`config.mk`:
```
export PLATFORM = sky130hd
export DESIGN_NAME = nfc_type_a_select_sequencer
export DESIGN_NICKNAME = d
export VERILOG_FILES = /design/src/hw/rtl/nfcsel_pkg.sv /design/src/hw/rtl/nfc_type_a_select_sequencer.sv
export SDC_FILE = /design/constraint.sdc
export NUM_CORES = 1
export LEC_CHECK = 0
export ABC_AREA = 1
export BUFFER_PORTS_ARGS = -buffer_cell sky130_fd_sc_hd__buf_4
export CORE_MARGIN = 1
export CORE_UTILIZATION = 59
export DETAILED_ROUTE_END_ITERATION = 7
export PLACE_DENSITY = 0.8
export SLEW_MARGIN = 20
export SYNTH_ARGS = -nofsm -noshare
export SYNTH_HDL_FRONTEND = slang
export SYNTH_SLANG_ARGS = --single-unit
```
`constraint.sdc`:
```
create_clock -name clk_i -period 4.59 [get_ports clk_i]
set_clock_uncertainty 0.2 [all_clocks]
set_input_delay 0.918 -clock clk_i [delete_from_list [all_inputs] [get_ports clk_i]]
set_output_delay 0.918 -clock clk_i [all_outputs]
set_load 0.02 [all_outputs]
```
`src/hw/rtl/nfcsel_pkg.sv`:
```
// ----------------------------------------------------------------------------
// nfcsel_pkg
// Types, constants and the control store of the type A activation sequencer.
// ----------------------------------------------------------------------------
`default_nettype none

package nfcsel_pkg;

  // Input word: one event from the front end
  typedef struct packed {
    logic [1:0]  mode;
    logic [2:0]  rx_len;
    logic [39:0] rx_data;
  } in_word_t;

  // Output word: one transmit, wait, UID byte or finish report
  typedef struct packed {
    logic [1:0]  kind;
    logic [1:0]  tx_command;
    logic [7:0]  select_code;
    logic [39:0] tx_payload;
    logic        anticoll_enable;
    logic [7:0]  time_ms;
    logic [7:0]  uid_byte;
    logic [1:0]  status;
    logic [15:0] atqa;
    logic [7:0]  sak;
    logic [3:0]  uid_length;
    logic        last;
  } out_word_t;

  // Event codes
  typedef enum logic [1:0] {
    MODE_START   = 2'd0,
    MODE_FRAME   = 2'd1,
    MODE_TIMEOUT = 2'd2,
    MODE_UNUSED  = 2'd3
  } mode_e;

  // Configuration register indexes
  typedef enum logic [2:0] {
    CFG_ANTICOLL_ATTEMPTS   = 3'd0,
    CFG_RETRY_DELAY_MS      = 3'd1,
    CFG_REACTIVATE_DELAY_MS = 3'd2,
    CFG_ATQA_TIMEOUT_MS     = 3'd3,
    CFG_ANTICOLL_TIMEOUT_MS = 3'd4,
    CFG_SELECT_TIMEOUT_MS   = 3'd5
  } cfg_reg_e;

  // Output word kinds
  typedef enum logic [1:0] {
    KIND_TX   = 2'd0,
    KIND_WAIT = 2'd1,
    KIND_UID  = 2'd2,
    KIND_FIN  = 2'd3
  } kind_e;

  // Transmit commands
  typedef enum logic [1:0] {
    TX_REQA     = 2'd0,
    TX_WUPA     = 2'd1,
    TX_ANTICOLL = 2'd2,
    TX_SELECT   = 2'd3
  } tx_cmd_e;

  // Finish status
  typedef enum logic [1:0] {
    ST_OK        = 2'd0,
    ST_NO_CARD   = 2'd1,
    ST_COLLISION = 2'd2,
    ST_PROTOCOL  = 2'd3
  } status_e;

  // Protocol phase, one-hot
  typedef enum logic [4:0] {
    PH_IDLE = 5'b00001,
    PH_REQA = 5'b00010,
    PH_WUPA = 5'b00100,
    PH_ANTI = 5'b01000,
    PH_SEL  = 5'b10000
  } phase_e;

  // Source of the time field
  typedef enum logic [2:0] {
    TS_NONE     = 3'd0,
    TS_ATQA     = 3'd1,
    TS_ANTICOLL = 3'd2,
    TS_SELECT   = 3'd3,
    TS_RETRY    = 3'd4,
    TS_REACT    = 3'd5
  } time_sel_e;

  // Datapath actions
  typedef enum logic [3:0] {
    ACT_NONE        = 4'd0,
    ACT_START       = 4'd1,
    ACT_ATQA        = 4'd2,
    ACT_UID_PART    = 4'd3,
    ACT_INC_ATTEMPT = 4'd4,
    ACT_SEL_INIT    = 4'd5,
    ACT_APPEND      = 4'd6,
    ACT_IDX_CLR     = 4'd7,
    ACT_IDX_INC     = 4'd8,
    ACT_NEXT_LEVEL  = 4'd9
  } act_e;

  // Sequencing
  typedef enum logic [1:0] {
    SEQ_NEXT   = 2'd0,
    SEQ_JUMP   = 2'd1,
    SEQ_BRANCH = 2'd2,
    SEQ_END    = 2'd3
  } seq_e;

  // Branch conditions
  typedef enum logic [1:0] {
    CND_RETRY_MORE  = 2'd0,
    CND_APPEND_MORE = 2'd1,
    CND_NEXT_LEVEL  = 2'd2,
    CND_UID_MORE    = 2'd3
  } cond_e;

  typedef logic [4:0] upc_t;

  // Control word
  typedef struct packed {
    logic      emit;
    kind_e     kind;
    tx_cmd_e   cmd;
    logic      code_en;
    logic      payload_en;
    logic      ac;
    time_sel_e tsel;
    status_e   st;
    act_e      act;
    logic      ph_we;
    phase_e    ph;
    seq_e      seq;
    cond_e     cond;
    upc_t      target;
  } ucode_t;

  // Protocol constants
  localparam logic [7:0] SelCodeBase    = 8'h93;
  localparam logic [7:0] CascadeTag     = 8'h88;
  localparam int unsigned SakCascadeBit = 2;
  localparam logic [3:0] UidMaxBytes    = 4'd12;
  localparam int unsigned UidDepth      = 12;

  // Entry points of the program
  localparam upc_t UA_START      = 5'd0;
  localparam upc_t UA_ATQA_OK    = 5'd1;
  localparam upc_t UA_SEND_ANTI  = 5'd2;
  localparam upc_t UA_REQA_FAIL  = 5'd3;
  localparam upc_t UA_FIN_NOCARD = 5'd5;
  localparam upc_t UA_ANTI_OK    = 5'd6;
  localparam upc_t UA_ANTI_FAIL  = 5'd7;
  localparam upc_t UA_SEL_OK     = 5'd10;
  localparam upc_t UA_APPEND     = 5'd11;
  localparam upc_t UA_UID_EMIT   = 5'd13;
  localparam upc_t UA_NEXT_LEVEL = 5'd15;
  localparam upc_t UA_FIN_PROTO  = 5'd16;

  // Control store
  function automatic ucode_t ucode_rom(upc_t addr);
    ucode_t w;
    w = '0;
    w.kind = KIND_TX;
    w.cmd  = TX_REQA;
    w.tsel = TS_NONE;
    w.st   = ST_OK;
    w.act  = ACT_NONE;
    w.ph   = PH_IDLE;
    w.seq  = SEQ_END;
    w.cond = CND_RETRY_MORE;
    unique case (addr)
      // start: clear run state, send REQA
      5'd0: begin
        w.act = ACT_START;
        w.emit = 1'b1; w.kind = KIND_TX; w.cmd = TX_REQA; w.tsel = TS_ATQA;
        w.ph_we = 1'b1; w.ph = PH_REQA; w.seq = SEQ_END;
      end
      // ATQA seen
      5'd1: begin
        w.act = ACT_ATQA; w.seq = SEQ_JUMP; w.target = UA_SEND_ANTI;
      end
      // send anticollision frame
      5'd2: begin
        w.emit = 1'b1; w.kind = KIND_TX; w.cmd = TX_ANTICOLL; w.code_en = 1'b1;
        w.ac = 1'b1; w.tsel = TS_ANTICOLL;
        w.ph_we = 1'b1; w.ph = PH_ANTI; w.seq = SEQ_END;
      end
      // REQA failed: wait, then WUPA
      5'd3: begin
        w.emit = 1'b1; w.kind = KIND_WAIT; w.tsel = TS_REACT; w.seq = SEQ_NEXT;
      end
      5'd4: begin
        w.emit = 1'b1; w.kind = KIND_TX; w.cmd = TX_WUPA; w.tsel = TS_ATQA;
        w.ph_we = 1'b1; w.ph = PH_WUPA; w.seq = SEQ_END;
      end
      // WUPA failed
      5'd5: begin
        w.emit = 1'b1; w.kind = KIND_FIN; w.st = ST_NO_CARD;
        w.ph_we = 1'b1; w.ph = PH_IDLE; w.seq = SEQ_END;
      end
      // UID part received: SELECT it
      5'd6: begin
        w.act = ACT_UID_PART;
        w.emit = 1'b1; w.kind = KIND_TX; w.cmd = TX_SELECT; w.code_en = 1'b1;
        w.payload_en = 1'b1; w.tsel = TS_SELECT;
        w.ph_we = 1'b1; w.ph = PH_SEL; w.seq = SEQ_END;
      end
      // failed try: wait, count it, retry or give up
      5'd7: begin
        w.emit = 1'b1; w.kind = KIND_WAIT; w.tsel = TS_RETRY;
        w.act = ACT_INC_ATTEMPT; w.seq = SEQ_NEXT;
      end
      5'd8: begin
        w.seq = SEQ_BRANCH; w.cond = CND_RETRY_MORE; w.target = UA_SEND_ANTI;
      end
      5'd9: begin
        w.emit = 1'b1; w.kind = KIND_FIN; w.st = ST_COLLISION;
        w.ph_we = 1'b1; w.ph = PH_IDLE; w.seq = SEQ_END;
      end
      // SAK received: take SAK, start appending
      5'd10: begin
        w.act = ACT_SEL_INIT; w.seq = SEQ_NEXT;
      end
      5'd11: begin
        w.act = ACT_APPEND;
        w.seq = SEQ_BRANCH; w.cond = CND_APPEND_MORE; w.target = UA_APPEND;
      end
      5'd12: begin
        w.act = ACT_IDX_CLR;
        w.seq = SEQ_BRANCH; w.cond = CND_NEXT_LEVEL; w.target = UA_NEXT_LEVEL;
      end
      // UID byte dump, one a step
      5'd13: begin
        w.emit = 1'b1; w.kind = KIND_UID; w.act = ACT_IDX_INC;
        w.seq = SEQ_BRANCH; w.cond = CND_UID_MORE; w.target = UA_UID_EMIT;
      end
      5'd14: begin
        w.emit = 1'b1; w.kind = KIND_FIN; w.st = ST_OK;
        w.ph_we = 1'b1; w.ph = PH_IDLE; w.seq = SEQ_END;
      end
      // next cascade level
      5'd15: begin
        w.act = ACT_NEXT_LEVEL; w.seq = SEQ_JUMP; w.target = UA_SEND_ANTI;
      end
      // SELECT unanswered or answered with an empty frame
      5'd16: begin
        w.emit = 1'b1; w.kind = KIND_FIN; w.st = ST_PROTOCOL;
        w.ph_we = 1'b1; w.ph = PH_IDLE; w.seq = SEQ_END;
      end
      default: begin
        w.seq = SEQ_END;
      end
    endcase
    return w;
  endfunction

endpackage

`default_nettype wire

```
`src/hw/rtl/nfc_type_a_select_sequencer.sv`:
```
// ----------------------------------------------------------------------------
// nfc_type_a_select_sequencer
// Reader-side type A activation: REQA/WUPA, cascaded anticollision and SELECT.
// ----------------------------------------------------------------------------
// Usage:
//  - Input channel (in_valid_i/in_ready_o, in_word_i) takes one event word:
//    start, frame received or no response. Output channel (out_valid_o/
//    out_ready_i, out_word_o) gives transmit, wait, UID byte and finish words;
//    the final word caused by an event has last set.
//  - An event is taken at the in_valid_i/in_ready_o handshake and then run by a
//    microcode sequencer, one control word per cycle unless a stalled receiver
//    holds the step counter.
//  - A SAK that opens the next level runs the append loop and the level check
//    before its anticollision word; the final SAK runs the append loop, the
//    level check, up to twelve UID bytes and the finish.
//  - A new event is taken once the last word of the previous one has been
//    loaded into the output register, so it may wait there meanwhile.
//  - A stalled receiver holds the step counter on any step that emits.
//  - Events that mean nothing in the current phase are taken and give no word.
//  - Reset returns the sequencer to idle, clears the run state and loads the
//    configuration defaults. Configuration writes go straight to registers.
// ----------------------------------------------------------------------------
`default_nettype none

module nfc_type_a_select_sequencer #(
  parameter int unsigned MAX_LEVELS = 3
) (
  input  wire                    clk_i,
  input  wire                    rst_ni,
  input  wire                    cfg_we_i,
  input  wire  [2:0]             cfg_idx_i,
  input  wire  [7:0]             cfg_data_i,
  input  wire                    in_valid_i,
  output logic                   in_ready_o,
  input  wire  nfcsel_pkg::in_word_t in_word_i,
  output logic                   out_valid_o,
  input  wire                    out_ready_i,
  output nfcsel_pkg::out_word_t  out_word_o
);
  import nfcsel_pkg::*;

  // configuration
  logic [2:0] cfg_attempts_q;
  logic [7:0] cfg_retry_q, cfg_react_q, cfg_atqa_q, cfg_anti_q, cfg_sel_q;

  // sequencer
  logic   busy_q, busy_d;
  upc_t   upc_q, upc_d;
  ucode_t uw;

  // datapath
  logic [39:0] rx_q, rx_d;
  phase_e      phase_q, phase_d;
  logic [1:0]  level_q, level_d;
  logic [2:0]  attempt_q, attempt_d;
  logic [15:0] atqa_q, atqa_d;
  logic [39:0] part_q, part_d;
  logic [3:0]  cnt_q, cnt_d;
  logic [7:0]  sak_q, sak_d;
  logic [3:0]  idx_q, idx_d;
  logic [7:0]  uid_q [UidDepth];
  logic        uid_we;

  // output register
  out_word_t out_q, ow;
  logic      out_valid_q;

  logic      out_free, step, in_acc, disp_go, cond_ok;
  upc_t      disp_addr;
  logic [7:0] sel_code, time_v;

  assign uw       = ucode_rom(upc_q);
  assign out_free = !out_valid_q || out_ready_i;
  assign step     = busy_q && (!uw.emit || out_free);
  assign in_ready_o = !busy_q;
  assign in_acc   = in_valid_i && !busy_q;
  assign sel_code = SelCodeBase + {5'd0, level_q, 1'b0};

  // configuration writes
  always_ff @(posedge clk_i or negedge rst_ni) begin
    if (!rst_ni) begin
      cfg_attempts_q <= 3'd3;
      cfg_retry_q    <= 8'd5;
      cfg_react_q    <= 8'd5;
      cfg_atqa_q     <= 8'd10;
      cfg_anti_q     <= 8'd20;
      cfg_sel_q      <= 8'd10;
    end else if (cfg_we_i) begin
      unique case (cfg_reg_e'(cfg_idx_i))
        CFG_ANTICOLL_ATTEMPTS:   cfg_attempts_q <= cfg_data_i[2:0];
        CFG_RETRY_DELAY_MS:      cfg_retry_q    <= cfg_data_i;
        CFG_REACTIVATE_DELAY_MS: cfg_react_q    <= cfg_data_i;
        CFG_ATQA_TIMEOUT_MS:     cfg_atqa_q     <= cfg_data_i;
        CFG_ANTICOLL_TIMEOUT_MS: cfg_anti_q     <= cfg_data_i;
        CFG_SELECT_TIMEOUT_MS:   cfg_sel_q      <= cfg_data_i;
        default: ;
      endcase
    end
  end

  // dispatch: pick the program entry for an event
  always_comb begin
    disp_go   = 1'b0;
    disp_addr = UA_START;
    priority if (mode_e'(in_word_i.mode) == MODE_START) begin
      disp_go = 1'b1;
    end else if (mode_e'(in_word_i.mode) == MODE_FRAME ||
                 mode_e'(in_word_i.mode) == MODE_TIMEOUT) begin
      unique case (phase_q)
        PH_REQA, PH_WUPA: begin
          disp_go = 1'b1;
          if (mode_e'(in_word_i.mode) == MODE_FRAME && in_word_i.rx_len >= 3'd2)
            disp_addr = UA_ATQA_OK;
          else if (phase_q == PH_REQA)
            disp_addr = UA_REQA_FAIL;
          else
            disp_addr = UA_FIN_NOCARD;
        end
        PH_ANTI: begin
          disp_go = 1'b1;
          if (mode_e'(in_word_i.mode) == MODE_FRAME && in_word_i.rx_len == 3'd5)
            disp_addr = UA_ANTI_OK;
          else
            disp_addr = UA_ANTI_FAIL;
        end
        PH_SEL: begin
          disp_go = 1'b1;
          if (mode_e'(in_word_i.mode) == MODE_FRAME && in_word_i.rx_len >= 3'd1)
            disp_addr = UA_SEL_OK;
          else
            disp_addr = UA_FIN_PROTO;
        end
        default: ;
      endcase
    end else begin
      disp_go = 1'b0;
    end
  end

  // branch conditions
  always_comb begin
    unique case (uw.cond)
      CND_RETRY_MORE:  cond_ok = !(attempt_q >= cfg_attempts_q || attempt_q == 3'd0);
      CND_APPEND_MORE: cond_ok = idx_q < 4'd3;
      CND_NEXT_LEVEL:  cond_ok = sak_q[SakCascadeBit] &&
                                 ((32'(level_q) + 32'd1) < MAX_LEVELS);
      CND_UID_MORE:    cond_ok = ({1'b0, idx_q} + 5'd1) < {1'b0, cnt_q};
      default:         cond_ok = 1'b0;
    endcase
  end

  // step counter and datapath next state
  always_comb begin
    busy_d    = busy_q;
    upc_d     = upc_q;
    rx_d      = rx_q;
    phase_d   = phase_q;
    level_d   = level_q;
    attempt_d = attempt_q;
    atqa_d    = atqa_q;
    part_d    = part_q;
    cnt_d     = cnt_q;
    sak_d     = sak_q;
    idx_d     = idx_q;
    uid_we    = 1'b0;

    if (in_acc && disp_go) begin
      busy_d = 1'b1;
      upc_d  = disp_addr;
      rx_d   = in_word_i.rx_data;
    end

    if (step) begin
      unique case (uw.seq)
        SEQ_NEXT:   upc_d = upc_q + 5'd1;
        SEQ_JUMP:   upc_d = uw.target;
        SEQ_BRANCH: upc_d = cond_ok ? uw.target : upc_q + 5'd1;
        SEQ_END:    busy_d = 1'b0;
        default:    busy_d = 1'b0;
      endcase

      if (uw.ph_we) phase_d = uw.ph;

      unique case (uw.act)
        ACT_START: begin
          level_d = 2'd0; attempt_d = 3'd0; cnt_d = 4'd0;
          atqa_d = 16'd0; sak_d = 8'd0; part_d = 40'd0;
        end
        ACT_ATQA: begin
          atqa_d = rx_q[15:0]; level_d = 2'd0; attempt_d = 3'd0; cnt_d = 4'd0;
        end
        ACT_UID_PART:    part_d = rx_q;
        ACT_INC_ATTEMPT: attempt_d = attempt_q + 3'd1;
        ACT_SEL_INIT: begin
          sak_d = rx_q[7:0];
          idx_d = (part_q[7:0] == CascadeTag) ? 4'd1 : 4'd0;
        end
        ACT_APPEND: begin
          // store is full at twelve bytes; further bytes are dropped
          if (cnt_q < UidMaxBytes) begin
            uid_we = 1'b1;
            cnt_d  = cnt_q + 4'd1;
          end
          idx_d = idx_q + 4'd1;
        end
        ACT_IDX_CLR:    idx_d = 4'd0;
        ACT_IDX_INC:    idx_d = idx_q + 4'd1;
        ACT_NEXT_LEVEL: begin
          level_d = level_q + 2'd1; attempt_d = 3'd0;
        end
        default: ;
      endcase
    end
  end

  // time field source
  always_comb begin
    unique case (uw.tsel)
      TS_ATQA:     time_v = cfg_atqa_q;
      TS_ANTICOLL: time_v = cfg_anti_q;
      TS_SELECT:   time_v = cfg_sel_q;
      TS_RETRY:    time_v = cfg_retry_q;
      TS_REACT:    time_v = cfg_react_q;
      default:     time_v = 8'd0;
    endcase
  end

  // output word assembly; fields that do not apply stay zero
  always_comb begin
    ow      = '0;
    ow.kind = uw.kind;
    ow.last = (uw.seq == SEQ_END);
    unique case (uw.kind)
      KIND_TX: begin
        ow.tx_command      = uw.cmd;
        ow.select_code     = uw.code_en ? sel_code : 8'd0;
        ow.tx_payload      = uw.payload_en ? rx_q : 40'd0;
        ow.anticoll_enable = uw.ac;
        ow.time_ms         = time_v;
      end
      KIND_WAIT: ow.time_ms  = time_v;
      KIND_UID:  ow.uid_byte = uid_q[idx_q];
      KIND_FIN: begin
        ow.status     = uw.st;
        ow.atqa       = atqa_q;
        ow.sak        = sak_q;
        ow.uid_length = cnt_q;
      end
      default: ;
    endcase
  end

  // control registers
  always_ff @(posedge clk_i or negedge rst_ni) begin
    if (!rst_ni) begin
      busy_q      <= 1'b0;
      upc_q       <= UA_START;
      phase_q     <= PH_IDLE;
      level_q     <= 2'd0;
      attempt_q   <= 3'd0;
      atqa_q      <= 16'd0;
      part_q      <= 40'd0;
      cnt_q       <= 4'd0;
      sak_q       <= 8'd0;
      idx_q       <= 4'd0;
      out_valid_q <= 1'b0;
    end else begin
      busy_q    <= busy_d;
      upc_q     <= upc_d;
      phase_q   <= phase_d;
      level_q   <= level_d;
      attempt_q <= attempt_d;
      atqa_q    <= atqa_d;
      part_q    <= part_d;
      cnt_q     <= cnt_d;
      sak_q     <= sak_d;
      idx_q     <= idx_d;
      if (step && uw.emit)
        out_valid_q <= 1'b1;
      else if (out_ready_i)
        out_valid_q <= 1'b0;
    end
  end

  // payload registers
  always_ff @(posedge clk_i) begin
    rx_q <= rx_d;
    if (step && uw.emit) out_q <= ow;
    if (uid_we) uid_q[cnt_q] <= part_q[{idx_q[1:0], 3'b000} +: 8];
  end

  assign out_valid_o = out_valid_q;
  assign out_word_o  = out_q;

  // checks
  a_uid_count_bound: assert property (@(posedge clk_i) disable iff (!rst_ni)
    cnt_q <= UidMaxBytes)
    else $error("uid count beyond store depth");

  a_last_frees: assert property (@(posedge clk_i) disable iff (!rst_ni)
    (step && uw.emit && uw.seq == SEQ_END) |=> !busy_q)
    else $error("sequencer still busy after last word");

  a_finish_idle: assert property (@(posedge clk_i) disable iff (!rst_ni)
    (step && uw.emit && uw.kind == KIND_FIN) |=> (phase_q == PH_IDLE))
    else $error("phase not idle after finish");

  a_uid_read_written: assert property (@(posedge clk_i) disable iff (!rst_ni)
    (step && uw.emit && uw.kind == KIND_UID) |-> (idx_q < cnt_q))
    else $error("UID byte read beyond assembled count");

endmodule

`default_nettype wire

```
### Word-level counts from Yosys, hierarchy flattened

Memory sizes are Yosys's and may differ from the RTL's. A register that Yosys moved wholly into a read port is not among the register bits.
Index checks and enable logic that the tools add are counted.

| word-level totals | value |
|---|---|
| bits in registers | 264 |
| latch bits | 0 |
| bits in writable memories | 96 |
| memory bits (read-only) | 0 |
| input port bits | 61 |
| output and inout bits | 102 |
| logic and storage cells | 209 |
| memories kept | 1 |

Memories:

| memory | depth | bits a word | rd ports | clocked after Yosys merged registers in | wr ports | RTL line | RTL |
|---|---|---|---|---|---|---|---|
| uid_q | 12 | 8 | 1 | 1 | 1 | nfc_type_a_select_sequencer.sv:61 | `logic [7:0] uid_q [UidDepth];` |

| cells by class | value |
|---|---|
| add/sub/neg operators | 8 |
| $mul | 0 |
| div/mod/pow operators | 0 |
| order comparisons | 7 |
| equality and inequality tests | 53 |
| shift operators | 1 |
| multiplexer cells | 47 |
| bitwise operators | 0 |
| reduce and logical (&&, ||, !) cells | 63 |

Operator list:

| operator | count |
|---|---|
| $pmux 40 s2 | 1 |
| $eq 5x4->1 const B | 9 |
| $pmux 8 s5 | 1 |
| $shiftx 40x6->8 | 1 |
| $pmux 4 s9 | 1 |
| $pmux 16 s2 | 1 |
| $mux 5 | 6 |
| $pmux 5 s3 | 2 |
| $pmux 6 s5 | 1 |
| $reduce_and 2->1 | 15 |
| $eq 5x3->1 const B | 5 |
| $pmux 2 s3 | 4 |
| $mux 1 | 18 |
| $eq 4x3->1 const B | 4 |
| $pmux 4 s4 | 1 |
| $pmux 8 s2 | 1 |
| $reduce_or 2->1 | 8 |
| $reduce_or 4->1 | 4 |
| $eq 3x3->1 const B | 5 |
| $eq 5x2->1 const B | 3 |
| $pmux 3 s5 | 1 |
| $eq 2x2->1 const B | 7 |
| $reduce_bool 2->1 | 7 |
| $eq 3x2->1 const B | 4 |
| other kinds (40) | 69 |

### Longest topological paths before layout

| depth | value |
|---|---|
| depth after elaboration | 9 |
| mapped depth | 16 |
| depth with buffers taken out | 16 |

### Least setup slack after synthesis

No wires, ideal clock.

| timing path | value |
|---|---|
| path kind | reg-to-reg |
| start point | register upc_q[0] |
| end point | register out_q, in the netlist out_word_o[0], enable pin |
| library setup time | 0.450 ns |
| data arrival time | 3.419 ns |
| required time | 3.940 ns |
| slack | 0.521 ns |
| stages on the path, launching flop included | 14 |
| path buffers | 0 |
| clock period less this slack | 4.069 ns |
| cells stage by stage | dfrtp_1 -> inv_1 -> ha_1 -> inv_1 -> nor2_2 -> nand2_1 -> nand2_2 -> nor2_1 -> nand3_2 -> nand2_2 -> nand2_4 -> inv_8 -> nand2_1 -> inv_1 |

| between the ends | value |
|---|---|
| word-level cells in the longest chain between the ends | 7 |
| elaborated cells on any way between the ends | 19 |
| classes of those cells | 10 x eq/ne; 1 x mux; 8 x reduce/logical |

RTL lines:

| element | RTL line | RTL |
|---|---|---|
| start: declaration | nfc_type_a_select_sequencer.sv:48 | `upc_t upc_q, upc_d;` |
| start signal: assignment | nfc_type_a_select_sequencer.sv:269 | `upc_q <= upc_d;` |
| $eq 5x5->1, or another cell as far along | nfcsel_pkg.sv:176 | `unique case (addr)` |
| $reduce_or 4->1 (no source line) or $reduce_or 2->1 (tied branches) | -- |  |
| $pmux 3 s4 * | nfcsel_pkg.sv:176 |  |
| $logic_not 1->1 | nfc_type_a_select_sequencer.sv:74 | `assign step = busy_q && (!uw.emit \|\| out_free);` |
| $logic_or 1x1->1 | nfc_type_a_select_sequencer.sv:74 |  |
| $logic_and 1x1->1 | nfc_type_a_select_sequencer.sv:74 |  |
| $logic_and 1x1->1 * | nfc_type_a_select_sequencer.sv:288 | `if (step && uw.emit) out_q <= ow;` |
| end signal: assignment | nfc_type_a_select_sequencer.sv:288 |  |
| end: declaration | nfc_type_a_select_sequencer.sv:65 | `out_word_t out_q, ow;` |

Every way passes the cells marked *; elsewhere a longest branch is shown, timed or not.
A chain may end at the register's enable or synchronous reset.

### Worst setup path in the final report

| timing path | value |
|---|---|
| start point | register upc_q[0] |
| end point | memory uid_q[6][1], enable pin |

| between the ends | value |
|---|---|
| word-level cells in the longest chain between the ends | 9 |
| elaborated cells on any way between the ends | 29 |
| classes of those cells | 16 x eq/ne; 6 x mux; 7 x reduce/logical |

RTL lines:

| element | RTL line | RTL |
|---|---|---|
| $eq 5x5->1, or another cell as far along | nfcsel_pkg.sv:176 |  |
| $reduce_or 4->1 (no source line) or $reduce_or 2->1 (tied branches) | -- |  |
| $pmux 3 s4 | nfcsel_pkg.sv:176 |  |
| $logic_not 1->1 | nfc_type_a_select_sequencer.sv:74 |  |
| $logic_or 1x1->1 | nfc_type_a_select_sequencer.sv:74 |  |
| $logic_and 1x1->1 | nfc_type_a_select_sequencer.sv:74 |  |
| $mux 1 * | nfc_type_a_select_sequencer.sv:173 | `if (step) begin` |
| $mux 1 * | nfc_type_a_select_sequencer.sv:289 | `if (uid_we) uid_q[cnt_q] <= part_q[{idx_q[1:0], 3'b000} +: 8];` |
| $mux 1 (implied by the code) * | nfc_type_a_select_sequencer.sv:289 |  |
| end: declaration | nfc_type_a_select_sequencer.sv:61 |  |

Marks and branches as above.

==> metrics.yaml <==
die:
  boundaryPins: 163
  rows: 58
  start_util_pct: 60.05
  core_area_um2: 25110
  die_x_um: 161.9
  die_area_um2: 26200
  die-height_um: 161.9
routing:
  via_per_inst: 5.616
  ant_nets: 0
  vias: 11050
  dr.pass1.iters: 5
  drc_errors: 0
  drtIter0Drc: 1050
  wirelength_um: 35490
  wire_per_inst_um: 18.03
logic_synthesis:
  yosysWarnings: 0
  synth_most_common_cell: "nand2_1"
  synth_seq_cells: 356
  post_synth_main_area_contributors: "edfxtp_1 (46%), dfrtp_1 (18%), nand2_1 (8.7%)"
  yosys.area.top_type: "edfxtp_1"
  ys_seq_area_share_pct: 66.89
  synth_top_area_share_pct: 46.20
  synthArstFlopShare_pct: 34.83
  synth_edf_count: 232
  syn_avg_cell_area_um2: 10.49
  syn_inst: 1438
  ys.flop_type: "edfxtp_1"
  ys_types: 41
  netlist_area_um2: 15080
  ys_top_cells_by_count: "nand2_1 (348), edfxtp_1 (232), nor2_1 (214), inv_1 (132), o21ai_0 (131)"
setup_path:
  rr_startpoint: "upc_q[0]"
  slowest_stage: "nor2_1"
  max_stage_delay_ns: 0.55
  r2r-end: "uid_q[6][1]"
  worst_path_most_repeated_cell: "nor2_1"
  crit_end: "uid_q[6][1]"
  path_class: "reg2reg"
  critPathRequiredTime_ns: 4.55
  path_cells: "ha_1, inv_1, nor2_1, ha_1, nor2_1, nand2_2, nor2_4, nand2_1, nor2_1, nand2_1, inv_2, nand2_1, nor2_1"
  reg2reg_slack_ns: 1.26
  arrival_ns: 3.28
  rr_worst_depth: 13
  critPathMaxFanout: 8
  crit_start: "upc_q[0]"
  end_kind: "flip-flop"
  start_kind: "flip-flop"
cells_and_area:
  fill_cells: 1740
  design_area_um2: 17790
  drive_gt1_share_pct: 18.44
  area.growth.synth_to_final_pct: 18.02
  num_antenna_cells: 0
  fin_nets: 1692
grt:
  grt.total_usage_pct: 27.37
  grt_pass1_vias: 10730
  globalRouteOverflowTotal: 0
  antenna_found_initial: 0
  grt_max_degree: 55
  grt_pass1_wl_um: 55920
sta:
  fin_crit_sh_pct: 72.45
  hold_viol: 0
  max_slew_margin_pct: 27.84
  setup_violations: 0
  hold_slack_ns: 0.2248
  worst_pin_slew_ns: 1.082
  final.min_clock_period_ns: 3.325
  rsz0062_at_grt: "false"
  fmax_ghz: 0.3007
  drv_slew: 0
  tns_ns: 0
power_and_ir_drop:
  vdd_drop_max_uv: 388.1
  p_per_area_nw_per_um2: 655.0
  leakagePower_nw: 7.751
clocking:
  cts_max_level: 2
  cts_sinks: 356
  cts_buffers: 37
  clk_pin_slew_ns: 0.06
  cts_tree: "yes"
  clock_path_buffers: 3
  cts_resized: 0
  post_cts_buffers: 0
  cts_hold_buffers: 0
  root_buffer: "clkbuf_16"
  clock_latency_ns: 0.53
placement:
  routabilityCongestion: 0.9406
  postPlaceCellArea_um2: 16600
  portBuffers: 160
  hpwl_um: 23320
job:
  drv_cap: 0
min_path:
  hp-class: "in2async"
run_status:
  status: "complete, no violations"
flip-flops by register name (all words and copies together) (netlist names), 4 cells and up:
register     cells
phase_q          5
cfg_react_q      8
atqa_q          16
part_q          32
upc_q            5
cnt_q            4
rx_q            40
sak_q            8
cfg_atqa_q       8
out_word_o      96
cfg_anti_q       8
uid_q           96
cfg_retry_q      8
cfg_sel_q        8
idx_q            4
placed cells by master, fill, tap and decap left out, types with 9 or more instances in the layout:
cell type and instances:
inv_1 131, nand2_1 348, inv_2 13, a21oi_1 17, ha_1 22, o22ai_1 40, o21ai_1 18, o21ai_0 131
nand2_2 11, clkbuf_16 38, edfxtp_1 232, buf_4 178, nor2_1 214, dfstp_2 13, nand3_1 22, dfrtp_1 111
clkbuf_1 9
metal layers:
layer  wire length, um  up-vias  share of wire [%]  track usage [%]
met2             17230      504                 49            44.28
met3              2878       75                8.1            4.699
met4               834        0                2.4            8.533
met5                 0        -                  0                0
li1                  -     5118                  -                -
met1             14540     5356                 41            38.14
cell type report:
cell class / instances / area, um^2 / area share (%)
Clock buffer: 52 / 1054 / 5.920
Inverter: 148 / 565.5 / 3.178
Timing Repair Buffer: 179 / 1356 / 7.622
Sequential cell: 356 / 10090 / 56.68
Multi-Input combinational cell: 887 / 4180 / 23.49
Tap cell: 330 / 412.9 / 2.320
Clock inverter: 16 / 140.1 / 0.7875
worst min path at each step:
stage	slack, ns	cells after the start	endpoint
2_1_floorplan	0.24	2	part_q[16]
3_3_place_gp	0.25	2	part_q[20]
3_5_place_dp	0.26	2	part_q[22]
4_1_cts	0.25	1	cfg_react_q[4]
5_1_grt	0.29	1	cfg_atqa_q[4]
6_report	0.22	1	cfg_sel_q[5]
worst max-delay path, delay by kind of cell (launching register included):
kind	cells	cell delay, ns
fa+ha+maj	2	0.53
simple gates	9	1.58
buf+inv	2	0.20
flops	1	0.44
metrics by stage:
step	total power [mW]	std cells	utilization, %	setup WS [ns]
after floorplan	7.304	1439	-	0.5214
after global placement	8.618	1900	66.12	1.420
after detailed placement	8.720	1900	66.12	1.319
after CTS	11.66	1968	70.87	1.296
after global routing	12.20	1968	70.87	1.048
final	11.66	1968	70.87	1.265
where the power goes:
| group | leakage [nW] | internal (mW) | switching, mW | total [mW] |
|---|---|---|---|---|
| clock network | 0.586 | 1.68 | 1.24 | 2.92 |
| registers | 3.77 | 4.42 | 0.480 | 4.90 |
| logic | 3.40 | 1.21 | 2.63 | 3.84 |
cell families (layout without fill, tap and decap cells):
group / count (synthesis) / count (layout) / share of synthesized area (%)
AND/OR/NAND/NOR: 632 / 632 / 17.37
flip-flops: 356 / 356 / 66.89
AO/OA/AOI/OAI: 226 / 226 / 8.190
buffers and inverters: 196 / 395 / 5.410
adder cells (fa/ha/maj): 22 / 22 / 1.826
XOR/XNOR: 5 / 5 / 0.2905
other: 1 / 2 / 0.02487
(Power assumes the default switching activity.)
